--- src/hdl/dmb_queue.sv ---
// ----------------------------------------------------------------------------
// dmb_queue
// two-entry job queue between front and back
// ----------------------------------------------------------------------------
module dmb_queue #(
  parameter int DATA_W = 8
) (
  input  logic              clk,
  input  logic              rst,
  input  logic              push_valid,
  input  logic [DATA_W-1:0] push_data,
  output logic              full,
  input  logic              pop,
  output logic              pop_valid,
  output logic [DATA_W-1:0] pop_data
);

  localparam int DEPTH = 2;

  logic [DATA_W-1:0] slots [DEPTH];
  logic              wr_ptr;
  logic              rd_ptr;
  logic [1:0]        count;
  logic              push;
  logic              pull;

  assign full      = (count == 2'(DEPTH));
  assign pop_valid = (count != 2'd0);
  assign pop_data  = slots[rd_ptr];
  assign push      = push_valid && !full;
  assign pull      = pop && pop_valid;

  always_ff @(posedge clk) begin
    if (push) begin
      slots[wr_ptr] <= push_data;
    end
  end

  always_ff @(posedge clk) begin
    if (rst) begin
      wr_ptr <= 1'b0;
      rd_ptr <= 1'b0;
      count  <= 2'd0;
    end else begin
      if (push) wr_ptr <= ~wr_ptr;
      if (pull) rd_ptr <= ~rd_ptr;
      count <= count + 2'(push) - 2'(pull);
    end
  end

  a_count_bound: assert property (@(posedge clk) disable iff (rst)
    count <= 2'(DEPTH)) else $error("queue count overflow");

  a_push_grows: assert property (@(posedge clk) disable iff (rst)
    (push && !pull) |=> count == $past(count) + 2'd1) else $error("push lost");

  a_pop_grows_not: assert property (@(posedge clk) disable iff (rst)
    (pull && !push) |=> count == $past(count) - 2'd1) else $error("pop lost");

endmodule

--- config.mk ---
export PLATFORM = sky130hd
export DESIGN_NAME = dmb_queue
export DESIGN_NICKNAME = d
export VERILOG_FILES = /design/src/hdl/dmb_queue.sv
export SDC_FILE = /design/constraint.sdc
export NUM_CORES = 1
export LEC_CHECK = 0
export ABC_AREA = 1
export BUFFER_PORTS_ARGS = -buffer_cell sky130_fd_sc_hd__buf_4
export CORE_MARGIN = 5
export CORE_UTILIZATION = 50
export CTS_CLUSTER_SIZE = 8
export DETAILED_ROUTE_END_ITERATION = 10
export GPL_ROUTABILITY_DRIVEN = 1
export HOLD_SLACK_MARGIN = 0.05
export PLACE_DENSITY = 0.76
export SLEW_MARGIN = 30
export SYNTH_ARGS = -nofsm -noshare
export SYNTH_HDL_FRONTEND = slang
export SYNTH_SLANG_ARGS = --single-unit
--- constraint.sdc ---
create_clock -name clk -period 2.98 [get_ports clk]
set_clock_uncertainty 0.05 [all_clocks]
set_input_delay 0.149 -clock clk [delete_from_list [all_inputs] [get_ports clk]]
set_output_delay 0.149 -clock clk [all_outputs]
set_load 0.01 [all_outputs]
# Yosys cells after proc, flatten, opt, wreduce, memory -nomap -nowiden
# Memory sizes are Yosys's and may differ from the RTL's. A register that Yosys moved wholly into a read port is not among the register bits.
# Cells that the tools add are included.
dict set report word_totals {
  register_bits 4
  mem_bits_rw 16
  input_bits 12
  elab_cells 17
  n_memories 1
}
dict set report classes {
  addsub 2
  n_eq_ne 1
  mux 4
  n_bitwise 2
  reduce_logical 4
}
# memory words word_bits rd rd_ports_with_merged_regs wr line
set memory_table {}
lappend memory_table {slots 2 8 1 1 1 20} ;# logic [DATA_W-1:0] slots [DEPTH];
# operator n
set op_table {}
lappend op_table {{two-way mux 1 bit} 4}
lappend op_table {{adder 2 x 1 -> 2 bit} 1}
lappend op_table {{== test 2 bit, second input constant} 1}
lappend op_table {{logical AND 1 bit} 2}
lappend op_table {{NOT 1 bit} 2}
lappend op_table {{nonzero test 2 bit} 1}
lappend op_table {{subtractor 2 x 1 -> 2 bit} 1}
lappend op_table {{zero test 1 bit} 1}

# Logic depth before layout (Yosys ltp)
dict set report depth {
  ltp_word 5
  mapped_depth 11
  mapped_depth_nobuf 11
}

# Least setup slack after synthesis
# OpenSTA, ideal clock, no wires.
dict set report synth_timing {
  kind {register to register}
  start {reg count[0]}
  end {reg count[1]}
  setup_ps 115
  arrival_ps 1273
  slack_ps 1542
  path_stages_with_launch 11
  path_cell_list {dfxtp_1 > inv_1 > nand2_1 > nand2_1 > ha_1 > inv_1 > ha_1 > inv_1 > nand2_1 > a21oi_1 > nor2_1}
}
dict set report synth_between {
  elab_chain_len 5
}
# item line
set synth_lines {}
lappend synth_lines {{start, declared} 23} ;# logic [1:0] count;
lappend synth_lines {{start signal, assigned} 47} ;# count <= count + 2'(push) - 2'(pull);
lappend synth_lines {{== test 2 bit} 27} ;# assign full = (count == 2'(DEPTH));
lappend synth_lines {{zero test 1 bit} 30} ;# assign push = push_valid && !full;
lappend synth_lines {{logical AND 1 bit} 30}
lappend synth_lines {{adder 2 x 1 -> 2 bit} 47}
lappend synth_lines {{subtractor 2 x 1 -> 2 bit *} 47}
# Mark *: on every way between the ends. The rest lies on a longest branch, timed or not.
# A chain may end at the register's enable or synchronous reset.

==> impl_metrics.py <==
metrics = {
    "critical_path": {
        "cp_slowest_cell": "dfxtp_1",
        "startpoint_type": "flip-flop",
        "regToRegStartpoint": "count[0]$_SDFF_PP0_",
        "critPathMaxFanout": 8,
        "cp_cell_sequence": "mux2_4, buf_4",
        "end_kind": "output port",
        "cp.required_ns": 2.78,
        "r2r_slack_ns": 1.41,
        "max_stage_delay_ns": 0.65,
        "crit_type": "reg2out",
        "cp.arrival_ns": 1.44,
    },
    "placed_design": {
        "io_buffer_count": 21,
        "routabilityCongestion": 0.777,
        "dp_hpwl_um": 1110,
    },
    "route": {
        "num_vias": 563,
        "via_per_inst": 4.98,
        "ant_nets": 0,
        "drtIter0Drc": 5,
        "drc": 0,
        "first_pass_iters": 5,
        "finalWirelength_um": 1550,
        "wl_per_cell_um": 13.7,
    },
    "global_route": {
        "grt_max_degree": 13,
        "grt.busiest_layer": "met2",
        "met2_usage": 0.250,
        "grt_antenna_before_repair": 0,
        "grt-ovfl-total": 0,
        "grt_usage": 0.123,
        "grtUsageMet3": 0.0287,
        "gr-usage-met1": 0.121,
        "grt_first_pass_wirelength_um": 2370,
        "grt_pass1_vias": 575,
    },
    "yosys": {
        "synth_seq_cells": 21,
        "synth_top_area_share": 0.557,
        "postSynthCellCount": 63,
        "syn-num-nets": 77,
        "synthTopCellsByArea": "edfxtp_1 56%, mux2_4 14%, dfxtp_1 12%",
        "yosysWarnings": 0,
        "synthesis.area_um2": 862,
        "netlist.top_cell.by_area": "edfxtp_1",
        "ys_seq_area_frac": 0.673,
        "avgSynthCellArea_um2": 13.7,
        "synth.distinct_cells": 11,
    },
    "clock_network": {
        "cts_resized": 0,
        "numCtsBuffers": 3,
        "post-cts-setup-buffer-count": 0,
        "clk_pin_slew_ns": 0.11,
        "cts_root_buf": "clkbuf_4",
        "hold_buffers": 9,
        "h-tree-depth": 1,
        "insertion_delay_ns": 0.29,
        "cts_tree": "yes",
        "cts.sinks": 21,
        "cts.path.max_buffers": 2,
    },
    "pwr": {
        "leakage_nw": 0.517,
        "intPower_mw": 0.589,
        "peakVddDrop_v": 0.000419,
        "p_switching_mw": 0.259,
        "power_density_nw_per_um2": 739,
        "pwr-share-clk": 0.153,
        "p_comb_frac": 0.357,
        "p_seq_frac": 0.491,
        "swShare": 0.305,
    },
    "die": {
        "start_util": 0.510,
        "die_y_um": 51.5,
        "die_area_um2": 2650,
        "num_rows": 15,
        "num_io_pins": 22,
        "coreArea_um2": 1690,
        "die_w_um": 51.5,
    },
    "sta": {
        "holdWs_ns": 0.0811,
        "setup_viol": 0,
        "fmax_mhz": 611,
        "worstMarginPinSlew_ns": 0.630,
        "drv_slew": 0,
        "fin_tns_setup_ns": 0,
        "hold_viol_final": 0,
        "fin_crit_sh": 0.550,
        "grt_setup_unrepaired": "false",
        "fin_crit_ns": 1.64,
        "relSlewSlack": 0.578,
    },
    "final_layout": {
        "final_cell_mix": "21 x buf_4, 16 x edfxtp_1, 9 x inv_1, 9 x dlygate4sd3_1",
        "final_layout_size_suffix_gt1_frac": 0.354,
        "area_delta_synth_final_pct": 33.1,
        "nets": 111,
        "antenna_cells": 0,
        "layout_commonest_cell": "buf_4",
        "nFillCells": 133,
        "post-route-util": 0.679,
    },
    "hold_path": {
        "min_from": "push_valid",
        "hold_class": "in2reg",
    },
    "outcome": {
        "status": "completed",
    },
    "job": {
        "drv_cap": 0,
    },
}
-- worst max-delay path, delay by kind of cell, from the launching register on --
family                 cells  cell delay [ns]
buffers and inverters      1             0.15
flip-flops                 1             0.65
multiplexers               1             0.35
-- power groups by stage --
stage                     logic [mW]  registers [mW]  clock network (mW)
after floorplan                0.209           0.400                   0
after global placement         0.288           0.418                   0
after detailed placement       0.296           0.424                   0
after CTS                      0.306           0.418               0.132
after global routing           0.337           0.424               0.147
final                          0.302           0.416               0.129
-- routing by layer --
metal | part of all wire | wire [µm] | up-vias
li1 | - | - | 277
met1 | 0.36 | 566 | 258
met2 | 0.56 | 870 | 26
met3 | 0.066 | 103 | 2
met4 | 0.0077 | 12 | 0
met5 | 0 | 0 | -
-- synth_stat cells, drive strengths merged --
library cell  count
edfxtp           16
inv               9
nor2              9
mux2              8
nand2             8
dfxtp             5
nand3             3
a21oi             2
ha                2
buf               1
-- kinds of logic after synthesis --
logic type | synth area share
muxes | 0.139
AOI/OAI and AO/OA | 0.0116
buffers and inverters | 0.0522
DFF | 0.673
and+or+nand+nor | 0.0943
adders and majority gates | 0.0290
-- worst paths after layout --
path                              end  depth (start not counted)
hold reg to reg             flip-flop                          2
hold / removal    wr_ptr$_SDFFE_PP0N_                          3
setup reg to reg  count[1]$_SDFF_PP0_                         10
setup / recovery          pop_data[3]                          2
-- metrics by stage --
stage	total power [mW]	std cells	cell area (µm²)	setup WS, ns
CTS	0.857	113	1150	1.32
finish	0.848	113	1150	1.34
floorplan	0.609	63	862	1.54
global placement	0.706	100	1030	1.47
global route	0.907	113	1150	1.23
detailed placement	0.720	100	1030	1.42
-- sequential cells by signal (all words and copies together) (netlist names), named ones only --
signal and cells:
wr_ptr 1, count 2, rd_ptr 1, slots 16
-- final cells by class --
class	instances	area [µm²]	share of cell area
clock buffer	3	22.5	0.0196
tap	17	21.3	0.0185
clock inverter	1	5.00	0.00436
multi-input combinational	32	236	0.206
sequential	21	581	0.506
timing repair buffer	30	248	0.216
inverter	9	33.8	0.0294
No activity file was read; power rests on OpenSTA's default activity.
