File: src/hdl/dmb_pkg.sv
// ----------------------------------------------------------------------------
// dmb_pkg
// shared constants for the diagonal motion blur block
// ----------------------------------------------------------------------------
package dmb_pkg;

  localparam int DEF_MAX_WIDTH = 2048;
  localparam int DEF_MAX_HALF  = 7;

  localparam int HEIGHT_LIMIT  = 4096;
  localparam int HT_W          = 13;   // effective frame height value
  localparam int IROW_W        = 13;   // input row counter
  localparam int OROW_W        = 12;   // output row counter
  localparam int CH_W          = 8;
  localparam int PIX_W         = 3 * CH_W;

  // configuration port
  localparam int CFG_IDX_W     = 2;
  localparam int CFG_DATA_W    = 13;
  localparam int HALF_CFG_W    = 3;
  localparam int WIDTH_CFG_W   = 12;
  localparam int HEIGHT_CFG_W  = 13;

  localparam logic [CFG_IDX_W-1:0] REG_HALF_WIDTH   = 2'd0;
  localparam logic [CFG_IDX_W-1:0] REG_FRAME_WIDTH  = 2'd1;
  localparam logic [CFG_IDX_W-1:0] REG_FRAME_HEIGHT = 2'd2;

  localparam logic [HALF_CFG_W-1:0]   RST_HALF_WIDTH   = 3'd1;
  localparam logic [WIDTH_CFG_W-1:0]  RST_FRAME_WIDTH  = 12'd640;
  localparam logic [HEIGHT_CFG_W-1:0] RST_FRAME_HEIGHT = 13'd480;

endpackage

File: src/hdl/dmb_front.sv
// ----------------------------------------------------------------------------
// dmb_front
// accepts words, keeps frame positions, classifies each into a job
// ----------------------------------------------------------------------------
module dmb_front #(
  parameter int MAX_WIDTH = dmb_pkg::DEF_MAX_WIDTH,
  parameter int MAX_HALF  = dmb_pkg::DEF_MAX_HALF,
  parameter int WID_W     = $clog2(MAX_WIDTH + 1),
  parameter int LIN_W     = dmb_pkg::IROW_W + WID_W + 1,
  parameter int JOB_W     = 8
) (
  input  logic                      clk,
  input  logic                      rst,
  input  logic                      in_valid,
  output logic                      in_stall,
  input  logic [dmb_pkg::CH_W-1:0]  blue_in,
  input  logic [dmb_pkg::CH_W-1:0]  green_in,
  input  logic [dmb_pkg::CH_W-1:0]  red_in,
  input  logic                      padding,
  input  logic [WID_W-1:0]          eff_w,
  input  logic [dmb_pkg::HT_W-1:0]  eff_ht,
  input  logic [LIN_W-1:0]          delay,
  input  logic [LIN_W-1:0]          total,
  output logic                      job_valid,
  output logic [JOB_W-1:0]          job_data,
  input  logic                      job_full
);
  import dmb_pkg::*;

  localparam int RING   = 2 * MAX_HALF + 2;
  localparam int SLOT_W = $clog2(RING);
  localparam int COL_W  = $clog2(MAX_WIDTH);

  localparam logic [1:0] F_TAKE = 2'd0;
  localparam logic [1:0] F_MUL  = 2'd1;
  localparam logic [1:0] F_DEC  = 2'd2;

  logic [1:0]        state;
  logic [PIX_W-1:0]  pix;
  logic              pad;
  logic [COL_W-1:0]  in_col;
  logic [IROW_W-1:0] in_row;
  logic [SLOT_W-1:0] in_slot;
  logic [COL_W-1:0]  out_col;
  logic [OROW_W-1:0] out_row;
  logic [SLOT_W-1:0] out_slot;
  logic [LIN_W-1:0]  lin_in;
  logic [LIN_W-1:0]  lin_out;

  logic              bad;
  logic [COL_W-1:0]  u_ic;
  logic [IROW_W-1:0] u_ir;
  logic [SLOT_W-1:0] u_is;
  logic [COL_W-1:0]  u_oc;
  logic [OROW_W-1:0] u_or;
  logic [SLOT_W-1:0] u_os;
  logic [LIN_W-1:0]  u_li;
  logic              wr;
  logic              emit;
  logic              last;
  logic              commit;
  logic [COL_W-1:0]  in_col_next;
  logic [IROW_W-1:0] in_row_next;
  logic [SLOT_W-1:0] in_slot_next;
  logic [COL_W-1:0]  out_col_next;
  logic [OROW_W-1:0] out_row_next;
  logic [SLOT_W-1:0] out_slot_next;

  assign in_stall = (state != F_TAKE);

  always_comb begin
    bad = (WID_W'(in_col) >= eff_w) || (WID_W'(out_col) >= eff_w) ||
          (HT_W'(out_row) >= eff_ht) ||
          ((lin_out == '0) ? (lin_in > delay) : (lin_in != lin_out + delay));
    u_ic = bad ? '0 : in_col;
    u_ir = bad ? '0 : in_row;
    u_is = bad ? '0 : in_slot;
    u_oc = bad ? '0 : out_col;
    u_or = bad ? '0 : out_row;
    u_os = bad ? '0 : out_slot;
    u_li = bad ? '0 : lin_in;
    wr   = (u_li < total);
    emit = (u_li >= delay);
    last = (HT_W'(u_or) == eff_ht - HT_W'(1)) && (WID_W'(u_oc) == eff_w - WID_W'(1));

    // advance input position
    if (WID_W'(u_ic) + WID_W'(1) >= eff_w) begin
      in_col_next  = '0;
      in_row_next  = u_ir + IROW_W'(1);
      in_slot_next = (int'(u_is) == RING - 1) ? '0 : u_is + SLOT_W'(1);
    end else begin
      in_col_next  = u_ic + COL_W'(1);
      in_row_next  = u_ir;
      in_slot_next = u_is;
    end

    // advance output position
    out_col_next  = u_oc;
    out_row_next  = u_or;
    out_slot_next = u_os;
    if (emit) begin
      if (WID_W'(u_oc) + WID_W'(1) >= eff_w) begin
        out_col_next  = '0;
        out_row_next  = u_or + OROW_W'(1);
        out_slot_next = (int'(u_os) == RING - 1) ? '0 : u_os + SLOT_W'(1);
      end else begin
        out_col_next  = u_oc + COL_W'(1);
      end
    end
  end

  assign job_valid = (state == F_DEC);
  assign commit    = job_valid && !job_full;
  assign job_data  = {wr, u_is, u_ic, (pad ? PIX_W'(0) : pix),
                      emit, u_os, u_or, u_oc, last};

  always_ff @(posedge clk) begin
    if (state == F_TAKE && in_valid) begin
      pix <= {red_in, green_in, blue_in};
      pad <= padding;
    end
    if (state == F_MUL) begin
      lin_in  <= LIN_W'(in_row) * LIN_W'(eff_w) + LIN_W'(in_col);
      lin_out <= LIN_W'(out_row) * LIN_W'(eff_w) + LIN_W'(out_col);
    end
  end

  always_ff @(posedge clk) begin
    if (rst) begin
      state    <= F_TAKE;
      in_col   <= '0;
      in_row   <= '0;
      in_slot  <= '0;
      out_col  <= '0;
      out_row  <= '0;
      out_slot <= '0;
    end else begin
      unique case (state)
        F_TAKE: if (in_valid) state <= F_MUL;
        F_MUL:  state <= F_DEC;
        F_DEC: begin
          if (commit) begin
            state <= F_TAKE;
            if (emit && last) begin
              in_col   <= '0;
              in_row   <= '0;
              in_slot  <= '0;
              out_col  <= '0;
              out_row  <= '0;
              out_slot <= '0;
            end else begin
              in_col   <= in_col_next;
              in_row   <= in_row_next;
              in_slot  <= in_slot_next;
              out_col  <= out_col_next;
              out_row  <= out_row_next;
              out_slot <= out_slot_next;
            end
          end
        end
        default: state <= F_TAKE;
      endcase
    end
  end

  a_slot_range: assert property (@(posedge clk) disable iff (rst)
    int'(in_slot) < RING && int'(out_slot) < RING) else $error("ring slot out of range");

  a_col_hold: assert property (@(posedge clk) disable iff (rst)
    (state == F_DEC && job_full) |=> $stable(in_col) && $stable(out_col))
    else $error("position moved while queue full");

  a_take_only_idle: assert property (@(posedge clk) disable iff (rst)
    (state == F_MUL) |-> $past(state) == F_TAKE) else $error("bad front sequence");

endmodule

File: config.mk
export PLATFORM = sky130hd
export DESIGN_NAME = dmb_front
export DESIGN_NICKNAME = d
export VERILOG_FILES = /design/src/hdl/dmb_pkg.sv /design/src/hdl/dmb_front.sv
export SDC_FILE = /design/constraint.sdc
export NUM_CORES = 1
export LEC_CHECK = 0
export ABC_AREA = 1
export BUFFER_PORTS_ARGS = -buffer_cell sky130_fd_sc_hd__buf_4
export CAP_MARGIN = 20
export CORE_AREA = 2 2 192 194
export DETAILED_ROUTE_END_ITERATION = 12
export DIE_AREA = 0 0 194 196
export PLACE_DENSITY_LB_ADDON = 0.25
export SLEW_MARGIN = 25
export SYNTH_ARGS = -nofsm -noshare
export SYNTH_HDL_FRONTEND = slang
export SYNTH_SLANG_ARGS = --single-unit
File: constraint.sdc
create_clock -name clk -period 13.6 [get_ports clk]
set_input_delay 2.72 -clock clk [delete_from_list [all_inputs] [get_ports clk]]
set_output_delay 2.72 -clock clk [all_outputs]
set_load 0.02 [all_outputs]
# == After elaboration in Yosys (flattened, before gate mapping) ==
# Cells that the tools add are included.
# totals
ff_bits,101
wordCells,65
output_inout_bits,10
inputBits,106
# op_classes
n_reduce_logical,12
n_mul,2
muxes,19
addsub,11
n_lt_le_gt_ge,7
n_eq_ne,7
# ops
op,count
11-bit two-way mux,7
12-bit two-way mux,4
13-bit two-way mux,3
25-bit by 11-bit adder with 26-bit output,1
26-bit adder,1
26-bit >= comparator,1
26-bit > comparator,1
26-bit logical NOT,1
26-bit two-way mux,1
26-bit != test,1
24-bit by 11-bit adder with 25-bit output,1
13-bit by 12-bit multiplier with 25-bit output,1
"11-bit by 1-bit adder with 12-bit output, second input constant",2
11-bit by 12-bit >= comparator with 1-bit output,2
12-bit >= comparator,2
12-bit by 12-bit multiplier with 24-bit output,1
"11-bit by 1-bit adder with 11-bit output, second input constant",2
"13-bit by 1-bit adder with 13-bit output, second input constant",1
12-bit by 13-bit == test with 1-bit output,1
12-bit by 13-bit >= comparator with 1-bit output,1
"13-bit by 1-bit subtractor with 13-bit output, second input constant",1
"12-bit by 1-bit adder with 12-bit output, second input constant",1
11-bit by 12-bit == test with 1-bit output,1
"12-bit by 1-bit subtractor with 12-bit output, second input constant",1
other kinds (13),19

# == Depth between registers and ports, before layout ==
# depth
ltp_word,10
ltp_mapped,51

# == Worst setup path before layout ==
# Ideal clock, no wire load.
# synth_timing
path_kind,input to output
from,input eff_w[1]
to,output job_data[0]
setup_slack_ns,4.215
arrival_ns,6.665
path_stages,28
required_ns,10.880
path_buffers,6
cell_sequence,clkbuf_1 clkbuf_1 inv_1 ha_1 a21boi_0 o21ai_0 nand2_1 a21oi_1 o21ai_0 nand3_1 nand2_1 nand3_1 nand3_2 inv_1 buf_4 nand2_4 buf_6 clkbuf_1 nor2_1 ha_1 o21ai_0 a211oi_1 nand2_1 nor2_1 nand2_1 nor2_1 and3_1 buf_4
# synth_between
elab_chain_len,7
elab_cells_between_ends,11
# synth_lines
item,line_no,source
start: declaration,dmb_front.sv:20,"input logic [WID_W-1:0] eff_w,"
11-bit by 12-bit >= comparator with 1-bit output,dmb_front.sv:72,bad = (WID_W'(in_col) >= eff_w) || (WID_W'(out_col) >= eff_w) ||
1-bit logical OR * (2 in a row),dmb_front.sv:72,
1-bit logical OR *,dmb_front.sv:73,(HT_W'(out_row) >= eff_ht) ||
11-bit two-way mux *,dmb_front.sv:78,u_oc = bad ? '0 : out_col;
net job_data[1],dmb_front.sv:25,"output logic [JOB_W-1:0] job_data,"
11-bit by 12-bit == test with 1-bit output *,dmb_front.sv:84,last = (HT_W'(u_or) == eff_ht - HT_W'(1)) && (WID_W'(u_oc) == eff_w - WID_W'(1));
1-bit logical AND *,dmb_front.sv:84,
end: declaration,dmb_front.sv:25,
# Mark *: on every way through the listed nets, which the timed path passes. The rest lies on a longest branch.

# == Final worst setup path ==
# layout_timing
from,input delay[0]
to,output job_data[0]
# layout_between
elab_chain_len,7
elab_cells_between_ends,10
# layout_lines
item,line_no,source
start: declaration,dmb_front.sv:22,"input logic [LIN_W-1:0] delay,"
26-bit adder,dmb_front.sv:74,((lin_out == '0) ? (lin_in > delay) : (lin_in != lin_out + delay));
26-bit != test,dmb_front.sv:74,
1-bit two-way mux *,dmb_front.sv:74,
1-bit logical OR *,dmb_front.sv:73,
12-bit two-way mux or 11-bit two-way mux (tied branches),"dmb_front.sv:79, dmb_front.sv:78",
12-bit by 13-bit == test with 1-bit output or 11-bit by 12-bit == test with 1-bit output (tied branches),dmb_front.sv:84,
1-bit logical AND *,dmb_front.sv:84,
# Every way passes the cells marked *; elsewhere a longest branch is shown, timed or not.

==> results.md <==
- Outcome: finished clean
- Ys flop type: edfxtp_1
- Master of the slowest instance on the critical path: nand2_2
- ANT nets after route: 0
- Syn avg cell area: 7.124 sq um
- Die Y: 196 um
- Fraction of registers with async set or reset after synthesis: 0%
- Core region area: 36080 sq um
- Critical path arrival: 8050 ps
- Distinct cells, synth: 55
- WS Path Type: input port to output port
- Max cap viols: 0
- Worst Hold Class: flop to flop
- Worst skew pair latency: 390 ps
- CP most frequent cell: nand2_1
- Fmax: 0.09283 GHz
- Area contributors post-synth: fa_1, ha_1, nand2_1
- Layout cells sized above 1: 4.116%
- Antenna diodes: 0
- # setup viols final: 0
- Initial Utilization: 58.81%
- Multi-input logic area: 15820 sq um
- Least-Margin Pin Slew: 887.5 ps
- Buffer and inverter count on the worst path: 2
- Total gr overflow: 0
- Post-synth net total: 3608
- Worst-path maximum fanout: 48
- Min Tclk post-route: 10770 ps
- DRC violations left: 0
- Clock root buffer: clkbuf_16
- #FFs+latches synth: 100
- Die W: 194 um
- CTS tree: yes
- Pwr dens: 43.03 nW/um^2
- Top delay family on crit path: simple AND/OR/NAND/NOR gates
- Routed len/inst: 17.27 um
- CP max stage delay: 640 ps
- Synthesized cell area: 21220 sq um
- # nets final: 3588
- First-pass GRT wire length: 96200 um
- CTS Buf Count: 9
- Worst-path clk slew: 80 ps
- Gpl congestion: 0.9460
- I/O Pins: 116
- Total Power: 955.3 uW
- Most common cell in the netlist: nand2_1
- H-tree Lvls: 3
- Layout Cells excl Fill: 3432
- Final slew viol count: 0
- Vias per cell: 5.542
- Final WL: 59260 um
- Top cell type's share of synthesized area: 21.98%
- Peak VDD IR: 0.00006303 V
- Antenna violations before repair: 0
- Fillers: 3343
- Hold_buf cts: 0
- Post-Place Cells: 3416
- Placed wire-length estimate: 47420 um
- Total GRT Usage: 31.81%
- Input/output buffers: 64
- Top post-synthesis cells by count: nand2_1, inv_1, ha_1, fa_1, nor2_1
- Post-CTS setup buffer count: 0
- Clock tree buffer depth: 2
- RSZ-0062 raised after global routing: false
- Full die area: 38020 sq um
- Area Overhead vs Synth: 4.604%
- Post-synth top area cell: fa_1
- Reg area: 2512 sq um
- Leak: 0.01266 uW
- Seq/Total Area, Yosys: 11.84%
- WP data required: 10880 ps
- Resized Gates After CTS: 0
- DRT iter0 DRCs: 1263
- Vias: 19.02k
- Crit end category: output port
- Cells after Synth: 2979
- CTS sink count: 100
- Setup TNS: 0 ps
- CP Launch Type: input port
- Num rows: 70
- Vias in the first global route: 19.11k
- Max Clock Skew: 17.04 ps
- Rel. slew slack: 40.75%
- Drt pass-1 iters: 5
- Synth warnings: 0
- Reg2reg setup slack: 5340 ps
- Period utilisation layout: 79.21%
- Final hold viol count: 0
- Largest net degree at the start of global routing: 53
- EDFF count, synth: 51
routing by layer:
metal / GRT usage (%) / vias to the layer above / wire (um)
li1: - / 9181 / -
met1: 42.49 / 9046 / 25840
met2: 54.42 / 684 / 27950
met3: 4.298 / 108 / 4103
met4: 8.642 / 0 / 1375
met5: 0 / - / 0
cell type report:
cell class	instances	area share [%]
inverters	653	11.04
multi-input cells	2124	71.27
repair buffers	71	2.401
flip-flops and latches	100	11.32
clock buffers	12	1.206
well taps	468	2.638
clock inverters	4	0.1296
metrics by stage:
| step | hold slack, ps | util, % | worst slack [ps] | instance area (sq um) |
|---|---|---|---|---|
| final | 509.4 | 61.52 | 2828 | 22200 |
| after global routing | 552.6 | 61.52 | 2393 | 22200 |
| after CTS | 507.0 | 61.52 | 2887 | 22200 |
| after detailed placement | 495.6 | 60.70 | 2903 | 21900 |
| after global placement | 482.2 | 60.70 | 2984 | 21900 |
| after floorplan | 462.1 | - | 4215 | 21220 |
worst reg2reg max path: cells and delay by family, from the launching register on:
family                     cells  cell delay, ps
xor gates and xnor gates       1             220
AOI/OAI and AO/OA              3             410
and+or+nand+nor               31            5430
DFF                            1             390
adders and majority gates      4            1320
buffers and inverters          2             460
kinds of logic (layout without fill, tap and decap cells):
family | after synthesis | in the layout | synth area share (%)
buf+inv | 755 | 740 | 13.67
flops | 100 | 100 | 11.84
simple gates | 1225 | 1225 | 24.25
fa+ha+maj | 523 | 523 | 39.08
compound gates | 281 | 281 | 7.234
xor+xnor | 94 | 94 | 3.879
mux | 1 | 1 | 0.05306
cells in the final DEF (no fill, tap or decap), types with 4 or more instances in the layout:
cell type,n
inv_1,647
nor2_1,189
nand2_1,763
nand3_1,145
a31oi_1,4
nand3_2,9
ha_1,290
fa_1,233
o211ai_1,6
nor2_2,8
a21oi_1,167
buf_4,71
edfxtp_1,51
xnor2_1,22
inv_2,4
nor3_1,20
xor2_1,72
a21o_1,5
nor4_1,15
dfxtp_1,49
o21ai_0,68
a211oi_1,9
nand3b_1,6
clkbuf_16,10
nand4_1,52
o21bai_1,6
sequential cells by signal, summed over array words and instances, names as in the netlist:
name and cells:
out_row 12, in_row 13, out_col 11, state 2
lin_out 25, lin_in 26, in_col 11
where the power goes:
part,internal (uW),total (uW),switching [uW]
registers,332,352,20.3
clock network,141,272,130
logic,116,332,216
worst paths after layout:
check,from,end,cells past startpoint
max,delay[0],job_data[0],29
max reg2reg,lin_out[0]$_DFFE_PN_,out_row[9]$_SDFFE_PP0P_,41
min,in_col[2]$_SDFFE_PP0P_,in_col[2]$_SDFFE_PP0P_,2
min reg2reg,in_col[2]$_SDFFE_PP0P_,in_col[2]$_SDFFE_PP0P_,2
Power figures use the tool's default switching activity.
